File: config.mk
export PLATFORM = sky130hd
export DESIGN_NAME = set_assoc_cache_tag_plru
export DESIGN_NICKNAME = d
export VERILOG_FILES = /design/src/sv/sac_pkg.sv /design/src/sv/sac_lookup.sv /design/src/sv/sac_store.sv /design/src/sv/sac_counters.sv /design/src/sv/set_assoc_cache_tag_plru.sv
export SDC_FILE = /design/constraint.sdc
export NUM_CORES = 1
export LEC_CHECK = 0
export BUFFER_PORTS_ARGS = -buffer_cell sky130_fd_sc_hd__buf_2
export CAP_MARGIN = 20
export CORE_MARGIN = 2
export CORE_UTILIZATION = 61
export CTS_CLUSTER_SIZE = 20
export DETAILED_ROUTE_END_ITERATION = 10
export PLACE_DENSITY = 0.79
export SYNTH_ARGS = -nofsm -noshare
export SYNTH_HDL_FRONTEND = slang
export SYNTH_SLANG_ARGS = --single-unit
File: constraint.sdc
create_clock -name clk -period 5.9 [get_ports clk]
set_input_delay 1.77 -clock clk [delete_from_list [all_inputs] [get_ports clk]]
set_output_delay 1.77 -clock clk [all_outputs]
set_load 0.005 [all_outputs]
File: src/sv/sac_pkg.sv
// ----------------------------------------------------------------------------
// sac_pkg: shared types and constants of the set-associative tag controller
// Address split, way count, PLRU victim and next-state tables, and the
// structs that pass between the lookup, line store and counter units.
// ----------------------------------------------------------------------------
package sac_pkg;

  localparam int NUM_SETS   = 16;
  localparam int LINE_BYTES = 8;
  localparam int ADDR_BITS  = 16;
  localparam int WAYS       = 4;
  localparam int CNT_W      = 32;

  localparam int OFF_W  = $clog2(LINE_BYTES);
  localparam int IDX_W  = $clog2(NUM_SETS);
  localparam int TAG_W  = ADDR_BITS - OFF_W - IDX_W;
  localparam int WAY_W  = $clog2(WAYS);
  localparam int PLRU_W = 3;

  typedef logic [ADDR_BITS-1:0] addr_t;
  typedef logic [IDX_W-1:0]     idx_t;
  typedef logic [TAG_W-1:0]     tag_t;
  typedef logic [WAY_W-1:0]     way_t;
  typedef logic [PLRU_W-1:0]    plru_t;
  typedef logic [CNT_W-1:0]     cnt_t;
  typedef logic [WAYS-1:0]      way_mask_t;
  typedef tag_t [WAYS-1:0]      tag_row_t;

  // Victim way named by each tree PLRU state.
  localparam way_t PLRU_VICTIM [2**PLRU_W] = '{
    2'd0, 2'd0, 2'd1, 2'd1, 2'd2, 2'd3, 2'd2, 2'd3
  };

  // Next PLRU state, indexed by {old state, way used}.
  localparam plru_t PLRU_NEXT [2**(PLRU_W+WAY_W)] = '{
    3'd6, 3'd4, 3'd1, 3'd0,
    3'd7, 3'd5, 3'd1, 3'd0,
    3'd6, 3'd4, 3'd3, 3'd2,
    3'd7, 3'd5, 3'd3, 3'd2,
    3'd6, 3'd4, 3'd1, 3'd0,
    3'd7, 3'd5, 3'd1, 3'd0,
    3'd6, 3'd4, 3'd3, 3'd2,
    3'd7, 3'd5, 3'd3, 3'd2
  };

  // Outcome of one lookup.
  typedef struct packed {
    logic hit;
    way_t way;
    logic wb;
  } sac_decision_t;

  // Counter update request for one access.
  typedef struct packed {
    logic en;
    logic is_write;
    logic hit;
    logic wb;
  } sac_count_t;

endpackage

File: src/sv/sac_lookup.sv
// ----------------------------------------------------------------------------
// sac_lookup: four-way tag compare and replacement choice
// Picks the lowest valid matching way, else the lowest invalid way, else
// the PLRU victim, and flags a dirty eviction.
// ----------------------------------------------------------------------------
module sac_lookup (
  input  sac_pkg::tag_t          tag,
  input  sac_pkg::way_mask_t     row_valid,
  input  sac_pkg::way_mask_t     row_dirty,
  input  sac_pkg::tag_row_t      row_tags,
  input  sac_pkg::plru_t         row_plru,
  output sac_pkg::sac_decision_t dec
);
  import sac_pkg::*;

  logic hit;
  way_t hit_way;
  logic found;
  way_t free_way;
  way_t fill_way;

  always_comb begin
    hit      = 1'b0;
    hit_way  = '0;
    found    = 1'b0;
    free_way = '0;
    // scan high to low so the lowest way wins
    for (int w = WAYS - 1; w >= 0; w--) begin
      if (row_valid[w] && (row_tags[w] == tag)) begin
        hit     = 1'b1;
        hit_way = WAY_W'(w);
      end
      if (!row_valid[w]) begin
        found    = 1'b1;
        free_way = WAY_W'(w);
      end
    end
    fill_way = found ? free_way : PLRU_VICTIM[row_plru];
    dec.hit  = hit;
    dec.way  = hit ? hit_way : fill_way;
    dec.wb   = !hit && row_valid[fill_way] && row_dirty[fill_way];
  end

endmodule

File: src/sv/sac_store.sv
// ----------------------------------------------------------------------------
// sac_store: per-set line state
// Holds valid, dirty, tag and PLRU state per set; serves one set row and
// applies the fill, dirty mark and PLRU step of one access per cycle while upd_en is high.
// ----------------------------------------------------------------------------
module sac_store (
  input  logic                   clk,
  input  logic                   rst_n,
  input  logic                   upd_en,
  input  sac_pkg::idx_t          idx,
  input  sac_pkg::tag_t          tag,
  input  logic                   is_write,
  input  sac_pkg::sac_decision_t dec,
  output sac_pkg::way_mask_t     row_valid,
  output sac_pkg::way_mask_t     row_dirty,
  output sac_pkg::tag_row_t      row_tags,
  output sac_pkg::plru_t         row_plru
);
  import sac_pkg::*;

  way_mask_t valid_r [NUM_SETS];
  way_mask_t dirty_r [NUM_SETS];
  plru_t     plru_r  [NUM_SETS];
  tag_row_t  tags_r  [NUM_SETS];

  way_mask_t valid_nxt;
  way_mask_t dirty_nxt;
  plru_t     plru_nxt;

  assign row_valid = valid_r[idx];
  assign row_dirty = dirty_r[idx];
  assign row_tags  = tags_r[idx];
  assign row_plru  = plru_r[idx];

  always_comb begin
    valid_nxt = row_valid;
    dirty_nxt = row_dirty;
    if (!dec.hit) begin
      valid_nxt[dec.way] = 1'b1;
      dirty_nxt[dec.way] = 1'b0;
    end
    if (is_write) begin
      dirty_nxt[dec.way] = 1'b1;
    end
    plru_nxt = PLRU_NEXT[{row_plru, dec.way}];
  end

  always_ff @(posedge clk) begin
    if (!rst_n) begin
      for (int s = 0; s < NUM_SETS; s++) begin
        valid_r[s] <= '0;
        dirty_r[s] <= '0;
        plru_r[s]  <= '0;
      end
    end else if (upd_en) begin
      valid_r[idx] <= valid_nxt;
      dirty_r[idx] <= dirty_nxt;
      plru_r[idx]  <= plru_nxt;
    end
  end

  // tags are only read behind a valid bit
  always_ff @(posedge clk) begin
    if (upd_en && !dec.hit) begin
      tags_r[idx][dec.way] <= tag;
    end
  end

endmodule

File: src/sv/sac_counters.sv
// ----------------------------------------------------------------------------
// sac_counters: running access statistics
// Five wrapping counters: reads, writes, hits, misses, dirty evictions.
// ----------------------------------------------------------------------------
module sac_counters (
  input  logic                clk,
  input  logic                rst_n,
  input  sac_pkg::sac_count_t cnt,
  output sac_pkg::cnt_t       read_total,
  output sac_pkg::cnt_t       write_total,
  output sac_pkg::cnt_t       hit_total,
  output sac_pkg::cnt_t       miss_total,
  output sac_pkg::cnt_t       write_back_total
);
  import sac_pkg::*;

  cnt_t rd_r, wr_r, hit_r, miss_r, wb_r;

  always_ff @(posedge clk) begin
    if (!rst_n) begin
      rd_r   <= '0;
      wr_r   <= '0;
      hit_r  <= '0;
      miss_r <= '0;
      wb_r   <= '0;
    end else if (cnt.en) begin
      if (cnt.is_write) wr_r <= wr_r + CNT_W'(1);
      else              rd_r <= rd_r + CNT_W'(1);
      if (cnt.hit)      hit_r  <= hit_r + CNT_W'(1);
      else              miss_r <= miss_r + CNT_W'(1);
      if (cnt.wb)       wb_r <= wb_r + CNT_W'(1);
    end
  end

  assign read_total       = rd_r;
  assign write_total      = wr_r;
  assign hit_total        = hit_r;
  assign miss_total       = miss_r;
  assign write_back_total = wb_r;

endmodule

File: src/sv/set_assoc_cache_tag_plru.sv
// ----------------------------------------------------------------------------
// set_assoc_cache_tag_plru: 4-way set-associative cache tag/PLRU controller
// Looks up each access in 16 sets x 4 ways, fills on a miss (first invalid
// way, else tree PLRU victim), tracks dirty lines and keeps access counts.
// ----------------------------------------------------------------------------
//
//  channel | handshake           | payload
//  --------+---------------------+----------------------------------------
//  in      | in_valid / in_ready | in_address[15:0], in_mode
//  out     | out_valid/out_ready | out_hit, out_way, out_write_back,
//          |                     | out_{read,write,hit,miss,write_back}_total
//
//  One item per cycle sustained while out_ready is high; each access goes
//  from the input register through the lookup into the result register
//  before its result can be accepted.
//  All line state lives in flip-flops, so reset clears it with no sweep.
//  A stalled result holds the stage behind it; in_ready falls only when
//  both the input register and the result register are full and stalled.
//
module set_assoc_cache_tag_plru (
  input  logic           clk,
  input  logic           rst_n,
  input  logic           in_valid,
  output logic           in_ready,
  input  sac_pkg::addr_t in_address,
  input  logic           in_mode,
  output logic           out_valid,
  input  logic           out_ready,
  output logic           out_hit,
  output sac_pkg::way_t  out_way,
  output logic           out_write_back,
  output sac_pkg::cnt_t  out_read_total,
  output sac_pkg::cnt_t  out_write_total,
  output sac_pkg::cnt_t  out_hit_total,
  output sac_pkg::cnt_t  out_miss_total,
  output sac_pkg::cnt_t  out_write_back_total
);
  import sac_pkg::*;

  // input register
  logic  stg_vld_r;
  addr_t stg_addr_r;
  logic  stg_mode_r;

  // result register (the counters double as the running-total fields)
  logic          out_vld_r;
  sac_decision_t res_r;

  logic          advance;
  idx_t          stg_idx;
  tag_t          stg_tag;
  way_mask_t     row_valid;
  way_mask_t     row_dirty;
  tag_row_t      row_tags;
  plru_t         row_plru;
  sac_decision_t dec;
  sac_count_t    cnt;

  // move the staged item into the result slot when that slot frees up
  assign advance  = stg_vld_r && (!out_vld_r || out_ready);
  assign in_ready = !stg_vld_r || advance;

  assign stg_idx = stg_addr_r[OFF_W +: IDX_W];
  assign stg_tag = stg_addr_r[ADDR_BITS-1 -: TAG_W];

  always_ff @(posedge clk) begin
    if (!rst_n) begin
      stg_vld_r <= 1'b0;
      out_vld_r <= 1'b0;
    end else begin
      if (in_ready) stg_vld_r <= in_valid;
      if (advance)  out_vld_r <= 1'b1;
      else if (out_ready) out_vld_r <= 1'b0;
    end
  end

  // payload registers: load on accept, hold otherwise
  always_ff @(posedge clk) begin
    if (in_valid && in_ready) begin
      stg_addr_r <= in_address;
      stg_mode_r <= in_mode;
    end
    if (advance) begin
      res_r <= dec;
    end
  end

  sac_store u_store (
    .clk       (clk),
    .rst_n     (rst_n),
    .upd_en    (advance),
    .idx       (stg_idx),
    .tag       (stg_tag),
    .is_write  (stg_mode_r),
    .dec       (dec),
    .row_valid (row_valid),
    .row_dirty (row_dirty),
    .row_tags  (row_tags),
    .row_plru  (row_plru)
  );

  sac_lookup u_lookup (
    .tag       (stg_tag),
    .row_valid (row_valid),
    .row_dirty (row_dirty),
    .row_tags  (row_tags),
    .row_plru  (row_plru),
    .dec       (dec)
  );

  // count on the same edge the result register loads
  assign cnt.en       = advance;
  assign cnt.is_write = stg_mode_r;
  assign cnt.hit      = dec.hit;
  assign cnt.wb       = dec.wb;

  sac_counters u_counters (
    .clk              (clk),
    .rst_n            (rst_n),
    .cnt              (cnt),
    .read_total       (out_read_total),
    .write_total      (out_write_total),
    .hit_total        (out_hit_total),
    .miss_total       (out_miss_total),
    .write_back_total (out_write_back_total)
  );

  assign out_valid      = out_vld_r;
  assign out_hit        = res_r.hit;
  assign out_way        = res_r.way;
  assign out_write_back = res_r.wb;

endmodule

==> results.yml, run 1 <==
routing:
  via_count: 26563
  via_per_inst: 6.816
  firstDrtPassIters: 8
  antenna_violating_nets_post_route: 0
  detail_route.wirelength_um: 105600
  route.detailed.wl_per_inst_um: 27.10
  dr_drc_count: 0
  detailedRoute.firstIterationViolations: 3567
power:
  clock_power_share_pct: 42.7
  leakage_power_of_the_design_nw: 15.84
  overall_power_w: 0.01473
  p_per_area_nw_per_um2: 323.5
  vdd_ir_drop_max_mv: 0.2461
  combPwrFrac_pct: 7.8
  power_frac_seq_pct: 49.6
  power.share.switching_pct: 22.42
  power.internal_w: 0.01142
  switching_power_w: 0.003301
timing:
  post-route-min-period_ns: 5.630
  achievable-frequency_mhz: 177.6
  hold_violations: 0
  clock-skew-final_ns: 0.01679
  max-slew-margin-rel_pct: 24.22
  worst_pin_slew_ns: 1.137
  grt_setup_unrepaired: "false"
  report.final.setup_viol: 0
  min_period_over_period_pct: 95.43
  setup-tns-final_ns: 0
  timing.final.max_slew_violations: 0
critical_path:
  worstSetupEndpointType: "flop"
  critical_path.cell_chain: "buf_4 > nor2b_1 > a22o_1 > a221oi_1 > xnor2_1 > a31oi_1 > nor4_4 > o311ai_4 > inv_4 > a2111o_1 > buf_4 > nor2_1 > buf_4"
  start_kind: "flop"
  most_common_cell_on_crit_path: "sky130_fd_sc_hd__buf_4"
  required_ns: 6.23
  path_max_fanout: 47
  cpMaxStageDelayCell: "sky130_fd_sc_hd__dfxtp_4"
  worst_ep_arrival_time_ns: 5.96
  critical-path-max-stage-delay_ns: 1.05
  criticalPathCategory: "flop to flop"
synth:
  post_synth_xor_area_fraction_pct: 2.060
  synth_sequential_area_ratio_pct: 66.19
  synth_fp_nets: 2744
  synth_flop_cell: "sky130_fd_sc_hd__edfxtp_1"
  yosysTopAreaCell: "sky130_fd_sc_hd__edfxtp_1"
  yosys.cell_count.top_type: "sky130_fd_sc_hd__edfxtp_1"
  number_of_enable_type_register_cells_in_the_synthesized_netlist: 770
  post_synth_mux_area_share_pct: 11.81
  synthAdderAreaFrac_pct: 0.1566
  synth_largest_type_area_fraction_pct: 57.87
  post_synthesis_cell_area_sq_um: 39960
  yosys_register_bits: 936
  synth_commonest_cells: "770 x sky130_fd_sc_hd__edfxtp_1, 217 x sky130_fd_sc_hd__nor2_1, 166 x sky130_fd_sc_hd__dfxtp_1"
  netlist_instances: 2718
  synth-async-reset-ratio_pct: 0
  synth_top_family_by_area: "multiplexers"
  area_fraction_in_compound_gates_after_synthesis_pct: 6.952
  ys.warnings.count: 0
  synth.top_cells.by_area: "sky130_fd_sc_hd__edfxtp_1 58%, sky130_fd_sc_hd__dfxtp_1 8.3%, sky130_fd_sc_hd__mux4_2 8.1%"
  syn-mean-instance-area_sq_um: 14.70
  synth_cell_type_count: 79
  synth_simple_gate_area_share_pct: 10.22
job:
  timing.max_cap.violations: 0
clock_tree:
  ctsHtreeMaxLevel: 3
  postCtsSetupRepairBufs: 0
  ctsResizeCount: 0
  source_to_sink_clock_delay_at_the_later_pin_of_the_worst_skew_pair_ns: 0.64
  clk_path_buf_depth: 3
  cts-hold-fix-buffers: 0
  cts-root-buf: "sky130_fd_sc_hd__clkbuf_16"
  numClockSinks: 936
  cts_buffers: 91
  cts_tree: "yes"
  clock_pin_slew_worst_setup_and_hold_paths_ns: 0.06
floorplan:
  initial_utilization_pct: 61.87
  floorplan.die_area_sq_um: 67560
  io-pin-count: 187
  die_h_um: 259.9
  coreArea_sq_um: 64580
  num_rows: 93
  die_width_um: 259.9
global_routing:
  grt_antenna_before_repair: 6
  number_of_global_route_vias_before_repair: 26079
  grt_pass1_wl_um: 157600
  grtUsageTotal_pct: 31.15
  global_route_overflow: 0
  grt_start_max_net_pins: 126
finish:
  nNetsFinal: 2992
  flow.area_growth_from_synthesis_pct: 13.94
  ff_latch_area_sq_um: 26460
  layout-drive-gt1-share_pct: 21.83
  area_taken_by_multi_input_logic_gates_sq_um: 12480
  antenna-diode-count: 0
  num-fill-cells: 3980
place:
  gp_congestion: 0.8818
  dp_hpwl_um: 65870
  io_buffer_count: 183
min_path:
  min-delay-path-class: "flop to flop"
status:
  status: "completed"
sequential cells by signal, summed over array words and instances (netlist names), named ones only:
name and count:
u_store.tags_r 576, out_valid 1, out_hit 1, u_counters.miss_total 32, out_way 2, out_write_back 1, u_store.valid_r 64, u_counters.read_total 32
u_counters.hit_total 32, u_store.dirty_r 64, stg_vld_r 1, stg_mode_r 1, u_counters.write_back_total 32, u_counters.write_total 32, u_store.plru_r 48, stg_addr_r 13
layer usage:
metal	GRT usage [%]	up-vias	wire, um
met5	0	-	115
met4	14.22	12	4871
met3	6.442	349	11900
met2	49.42	1813	50110
met1	41.90	13197	38620
li1	-	11192	-
power groups by stage:
stage / Combinational [W] / Sequential, W / Clock [W]
3_5_place_dp: 0.00109 / 0.00744 / 0
5_1_grt: 0.00119 / 0.00730 / 0.00655
3_3_place_gp: 0.00106 / 0.00743 / 0
6_report: 0.00114 / 0.00730 / 0.00628
4_1_cts: 0.00111 / 0.00730 / 0.00631
2_1_floorplan: 0.000768 / 0.00741 / 0
stage by stage:
step                std cells  util (%)  hold WS [ns]  instance area (sq um)  worst slack [ns]
finish                   3897     70.49        0.4691                  45530            0.2697
global route             3897     70.49        0.4995                  45530           0.04589
CTS                      3895     70.43        0.4747                  45480            0.3729
detailed placement       3726     65.44        0.4645                  42260            0.3745
global placement         3726     65.44        0.4489                  42260            0.5449
floorplan                2718         -        0.4591                  39960             1.499
worst paths after layout:
| check | start | end | slack, ns | cells after the start |
|---|---|---|---|---|
| worst max register to register | flop | u_store.tags_r[4][16] | 0.27 | 13 |
| worst min-delay path | u_counters.write_back_total[31] | u_counters.write_back_total[31] | 0.47 | 2 |
| worst min register to register | u_counters.write_back_total[31] | u_counters.write_back_total[31] | 0.47 | 2 |
| worst max-delay path | flop | u_store.tags_r[4][16] | 0.27 | 13 |
critical path: cells and delay by family (launching register included):
| family | cells | cell delay, ns |
|---|---|---|
| and+or+nand+nor | 3 | 0.58 |
| DFF | 1 | 1.05 |
| buffers and inverters | 4 | 1.02 |
| AOI/OAI and AO/OA | 5 | 2.48 |
| xor gates and xnor gates | 1 | 0.12 |
cells in the final DEF (no fill, tap or decap), drive strengths merged, types with 45 or more instances in the layout:
cell type,count
nor2,217
nor3,50
mux4,143
nand2,129
a21oi,139
dfxtp,166
buf,337
nand3,81
xnor2,53
edfxtp,770
mux2i,143
nand4,45
o31ai,54
clkbuf,111
or4,57
layout make-up:
class | instances | share of cell area, %
clock buffer | 111 | 5.376
tap | 855 | 2.350
sequential | 936 | 58.12
multi-input combinational | 1572 | 27.42
clock inverter | 58 | 1.707
inverter | 28 | 0.2473
timing repair buffer | 337 | 4.777
cells by family (layout without fill, tap and decap cells):
logic type                 count (synthesis)  count (layout)
buffers and inverters                    210             534
DFF                                      936             936
and+or+nand+nor                          789             789
AOI/OAI and AO/OA                        392             392
xor gates and xnor gates                  94              94
adders and majority gates                  5               5
muxes                                    292             292
(Power assumes the default switching activity.)
==> run 2, diff against run 1 <==
Settings changed: SYNTH_HIERARCHICAL set to 1.
==> run 2 against run 1 <==
Effect of this change:
- sequential power is 1% lower
- largest power group unchanged
- routed wire length is 11% lower
- critical path type unchanged
- die area is 3.3% lower
- hold slack better by 0.0091 ns
- worst setup slack better by 0.080 ns
- global-route usage is 2.5 points lower
- final cell count is 6.5% lower
- count of clock-buffer cells in the layout is 6 higher
==> results.yml, run 2 <==
floorplan:
  coreArea_sq_um: 62850
  io-pin-count: 187
  floorplan.die_area_sq_um: 65330
  num_rows: 92
  initial_utilization_pct: 61.44
  die_width_um: 255.6
  die_h_um: 255.6
critical_path:
  worstSetupEndpointType: "flop"
  criticalPathCategory: "flop to flop"
  required_ns: 6.24
  path_max_fanout: 16
  start_kind: "flop"
  worst_ep_arrival_time_ns: 5.89
routing:
  route.detailed.wl_per_inst_um: 25.68
  antenna_violating_nets_post_route: 0
  detailedRoute.firstIterationViolations: 3491
  dr_drc_count: 0
  via_per_inst: 6.450
  firstDrtPassIters: 5
  detail_route.wirelength_um: 93540
  via_count: 23492
job:
  timing.max_cap.violations: 0
finish:
  nNetsFinal: 2747
  largest_register_ff_count: 576
  largest_registers: "u_store/tags_r (576), u_store/dirty_r (64), u_store/valid_r (64)"
  layout.cells.most_common_list: "770 x sky130_fd_sc_hd__edfxtp_1, 331 x sky130_fd_sc_hd__nor2_1, 185 x sky130_fd_sc_hd__mux4_2"
  top_register: "u_store/tags_r"
  post_layout_nonfiller_instances: 3642
  layout-drive-gt1-share_pct: 24.23
  layout_commonest_cell: "sky130_fd_sc_hd__edfxtp_1"
  flow.area_growth_from_synthesis_pct: 13.34
synth:
  number_of_enable_type_register_cells_in_the_synthesized_netlist: 770
  synth_fp_nets: 2485
  ys.warnings.count: 6
  post_synth_mux_area_share_pct: 13.02
  synth_top_family_by_area: "multiplexers"
  synth_largest_type_area_fraction_pct: 59.88
  post_synthesis_cell_area_sq_um: 38610
  yosys.cell_count.top_type: "sky130_fd_sc_hd__edfxtp_1"
  synth_simple_gate_area_share_pct: 10.34
  syn-mean-instance-area_sq_um: 15.70
  synth_flop_cell: "sky130_fd_sc_hd__edfxtp_1"
  synth-async-reset-ratio_pct: 0
  synth_commonest_cells: "770 x sky130_fd_sc_hd__edfxtp_1, 331 x sky130_fd_sc_hd__nor2_1, 185 x sky130_fd_sc_hd__mux4_2"
  synth_sequential_area_ratio_pct: 68.28
  area_fraction_in_compound_gates_after_synthesis_pct: 2.197
  post_synth_xor_area_fraction_pct: 3.856
  yosys_register_bits: 932
  netlist_instances: 2459
  synth.top_cells.by_area: "sky130_fd_sc_hd__edfxtp_1 60%, sky130_fd_sc_hd__mux4_2 11%, sky130_fd_sc_hd__dfxtp_1 8.4%"
  synthAdderAreaFrac_pct: 0.1620
  synth_cell_type_count: 65
  yosysTopAreaCell: "sky130_fd_sc_hd__edfxtp_1"
clock_tree:
  cts-hold-fix-buffers: 0
  ctsHtreeMaxLevel: 3
  ctsResizeCount: 0
  cts-root-buf: "sky130_fd_sc_hd__clkbuf_16"
  clock_pin_slew_worst_setup_and_hold_paths_ns: 0.06
  numClockSinks: 932
  cts_tree: "yes"
  source_to_sink_clock_delay_at_the_later_pin_of_the_worst_skew_pair_ns: 0.66
  cts_buffers: 91
  clk_path_buf_depth: 3
  postCtsSetupRepairBufs: 0
place:
  dp_hpwl_um: 57620
  gp_congestion: 0.8658
  placedCellCount: 3473
  io_buffer_count: 183
timing:
  clock-skew-final_ns: 0.03284
  max-slew-margin-rel_pct: 31.63
  grt_setup_unrepaired: "false"
  timing.final.max_slew_violations: 0
  report.final.setup_viol: 0
  setup-tns-final_ns: 0
  hold_violations: 0
  achievable-frequency_mhz: 180.2
  worst_pin_slew_ns: 1.026
  min_period_over_period_pct: 94.08
  post-route-min-period_ns: 5.551
power:
  vdd_ir_drop_max_mv: 0.2692
  p_per_area_nw_per_um2: 311.7
  leakage_power_of_the_design_nw: 15.23
global_routing:
  grt_start_max_net_pins: 98
  grt_pass1_wl_um: 141800
  grt_antenna_before_repair: 2
  grtUsageTotal_pct: 28.62
  global_route_overflow: 0
  number_of_global_route_vias_before_repair: 23201
status:
  status: "completed"
min_path:
  min-delay-path-class: "flop to flop"
run 2: cell types whose count changed in the layout (fill, tap and decap cells not counted), moves of 35 or more:
cell / delta
sky130_fd_sc_hd__a21oi_1: -116
sky130_fd_sc_hd__nor2_1: +114
sky130_fd_sc_hd__xor2_1: +71
sky130_fd_sc_hd__mux2i_1: -58
sky130_fd_sc_hd__or4_1: -49
sky130_fd_sc_hd__o31ai_1: -48
sky130_fd_sc_hd__mux4_2: +42
sky130_fd_sc_hd__nand2b_1: -35
run 2: cells by family (layout without fill, tap and decap cells):
| logic type | count (synthesis) | after routing |
|---|---|---|
| other | 0 | 2 |
| adder cells (fa/ha/maj) | 5 | 5 |
| flip-flops | 932 | 932 |
| AO/OA/AOI/OAI | 112 | 112 |
| buffers and inverters | 157 | 492 |
| AND/OR/NAND/NOR | 812 | 812 |
| XOR/XNOR | 170 | 170 |
| multiplexers | 271 | 271 |
run 2: layout make-up:
| type | count | area, sq um |
|---|---|---|
| Tap cell | 846 | 1059 |
| Multi-Input combinational cell | 1370 | 11430 |
| Antenna cell | 2 | 5.005 |
| Sequential cell | 932 | 26370 |
| Fill cell | 3913 | 19080 |
| Timing Repair Buffer | 307 | 1967 |
| Clock inverter | 49 | 422.9 |
| Clock buffer | 117 | 2442 |
| Inverter | 19 | 73.82 |
run 2: final timing paths:
| check | startpoint | endpoint | depth (start not counted) | slack [ns] |
|---|---|---|---|---|
| worst max register to register | stg_addr_r[3] | u_store/tags_r[9][21] | 12 | 0.35 |
| worst max-delay path | stg_addr_r[3] | u_store/tags_r[9][21] | 12 | 0.35 |
| worst min register to register | u_counters/write_total[31] | u_counters/write_total[31] | 2 | 0.48 |
| worst min-delay path | u_counters/write_total[31] | u_counters/write_total[31] | 2 | 0.48 |
run 2: report_power, final:
part	internal (W)	switching [W]	leakage [nW]
Clock	0.00319	0.00244	1.42
Combinational	0.000282	0.000500	5.34
Sequential	0.00718	0.0000485	8.48
run 2: routing by layer:
layer	vias up	wire length, um	track usage, %
li1	9937	-	-
met1	11771	35100	38.75
met2	1533	46580	47.16
met3	251	8670	5.041
met4	0	3184	10.53
met5	-	0	0
run 2: critical path: stages (launching register included):
cell                       delay [ns]
sky130_fd_sc_hd__edfxtp_1        0.41
sky130_fd_sc_hd__buf_4           0.36
sky130_fd_sc_hd__buf_4           0.35
sky130_fd_sc_hd__mux4_2          0.56
sky130_fd_sc_hd__mux4_2          0.51
sky130_fd_sc_hd__xor2_1          0.17
sky130_fd_sc_hd__nor4_1          0.72
sky130_fd_sc_hd__nand4_2         0.28
sky130_fd_sc_hd__a21boi_0        0.26
sky130_fd_sc_hd__nor2b_1         0.47
sky130_fd_sc_hd__nand2_1         0.55
sky130_fd_sc_hd__nor2_1          0.32
sky130_fd_sc_hd__buf_4           0.24
run 2: stage by stage:
step	hold WS, ns	power [W]	instance area [sq um]	utilization, %	worst slack (ns)
after floorplan	0.4623	0.007886	38610	-	1.581
after global placement	0.4555	0.008091	40880	65.05	0.6398
after detailed placement	0.4668	0.008124	40880	65.05	0.5812
after CTS	0.4774	0.01369	43750	69.60	0.4196
after global routing	0.5089	0.01399	43770	69.64	0.2461
final	0.4783	0.01364	43770	69.64	0.3493
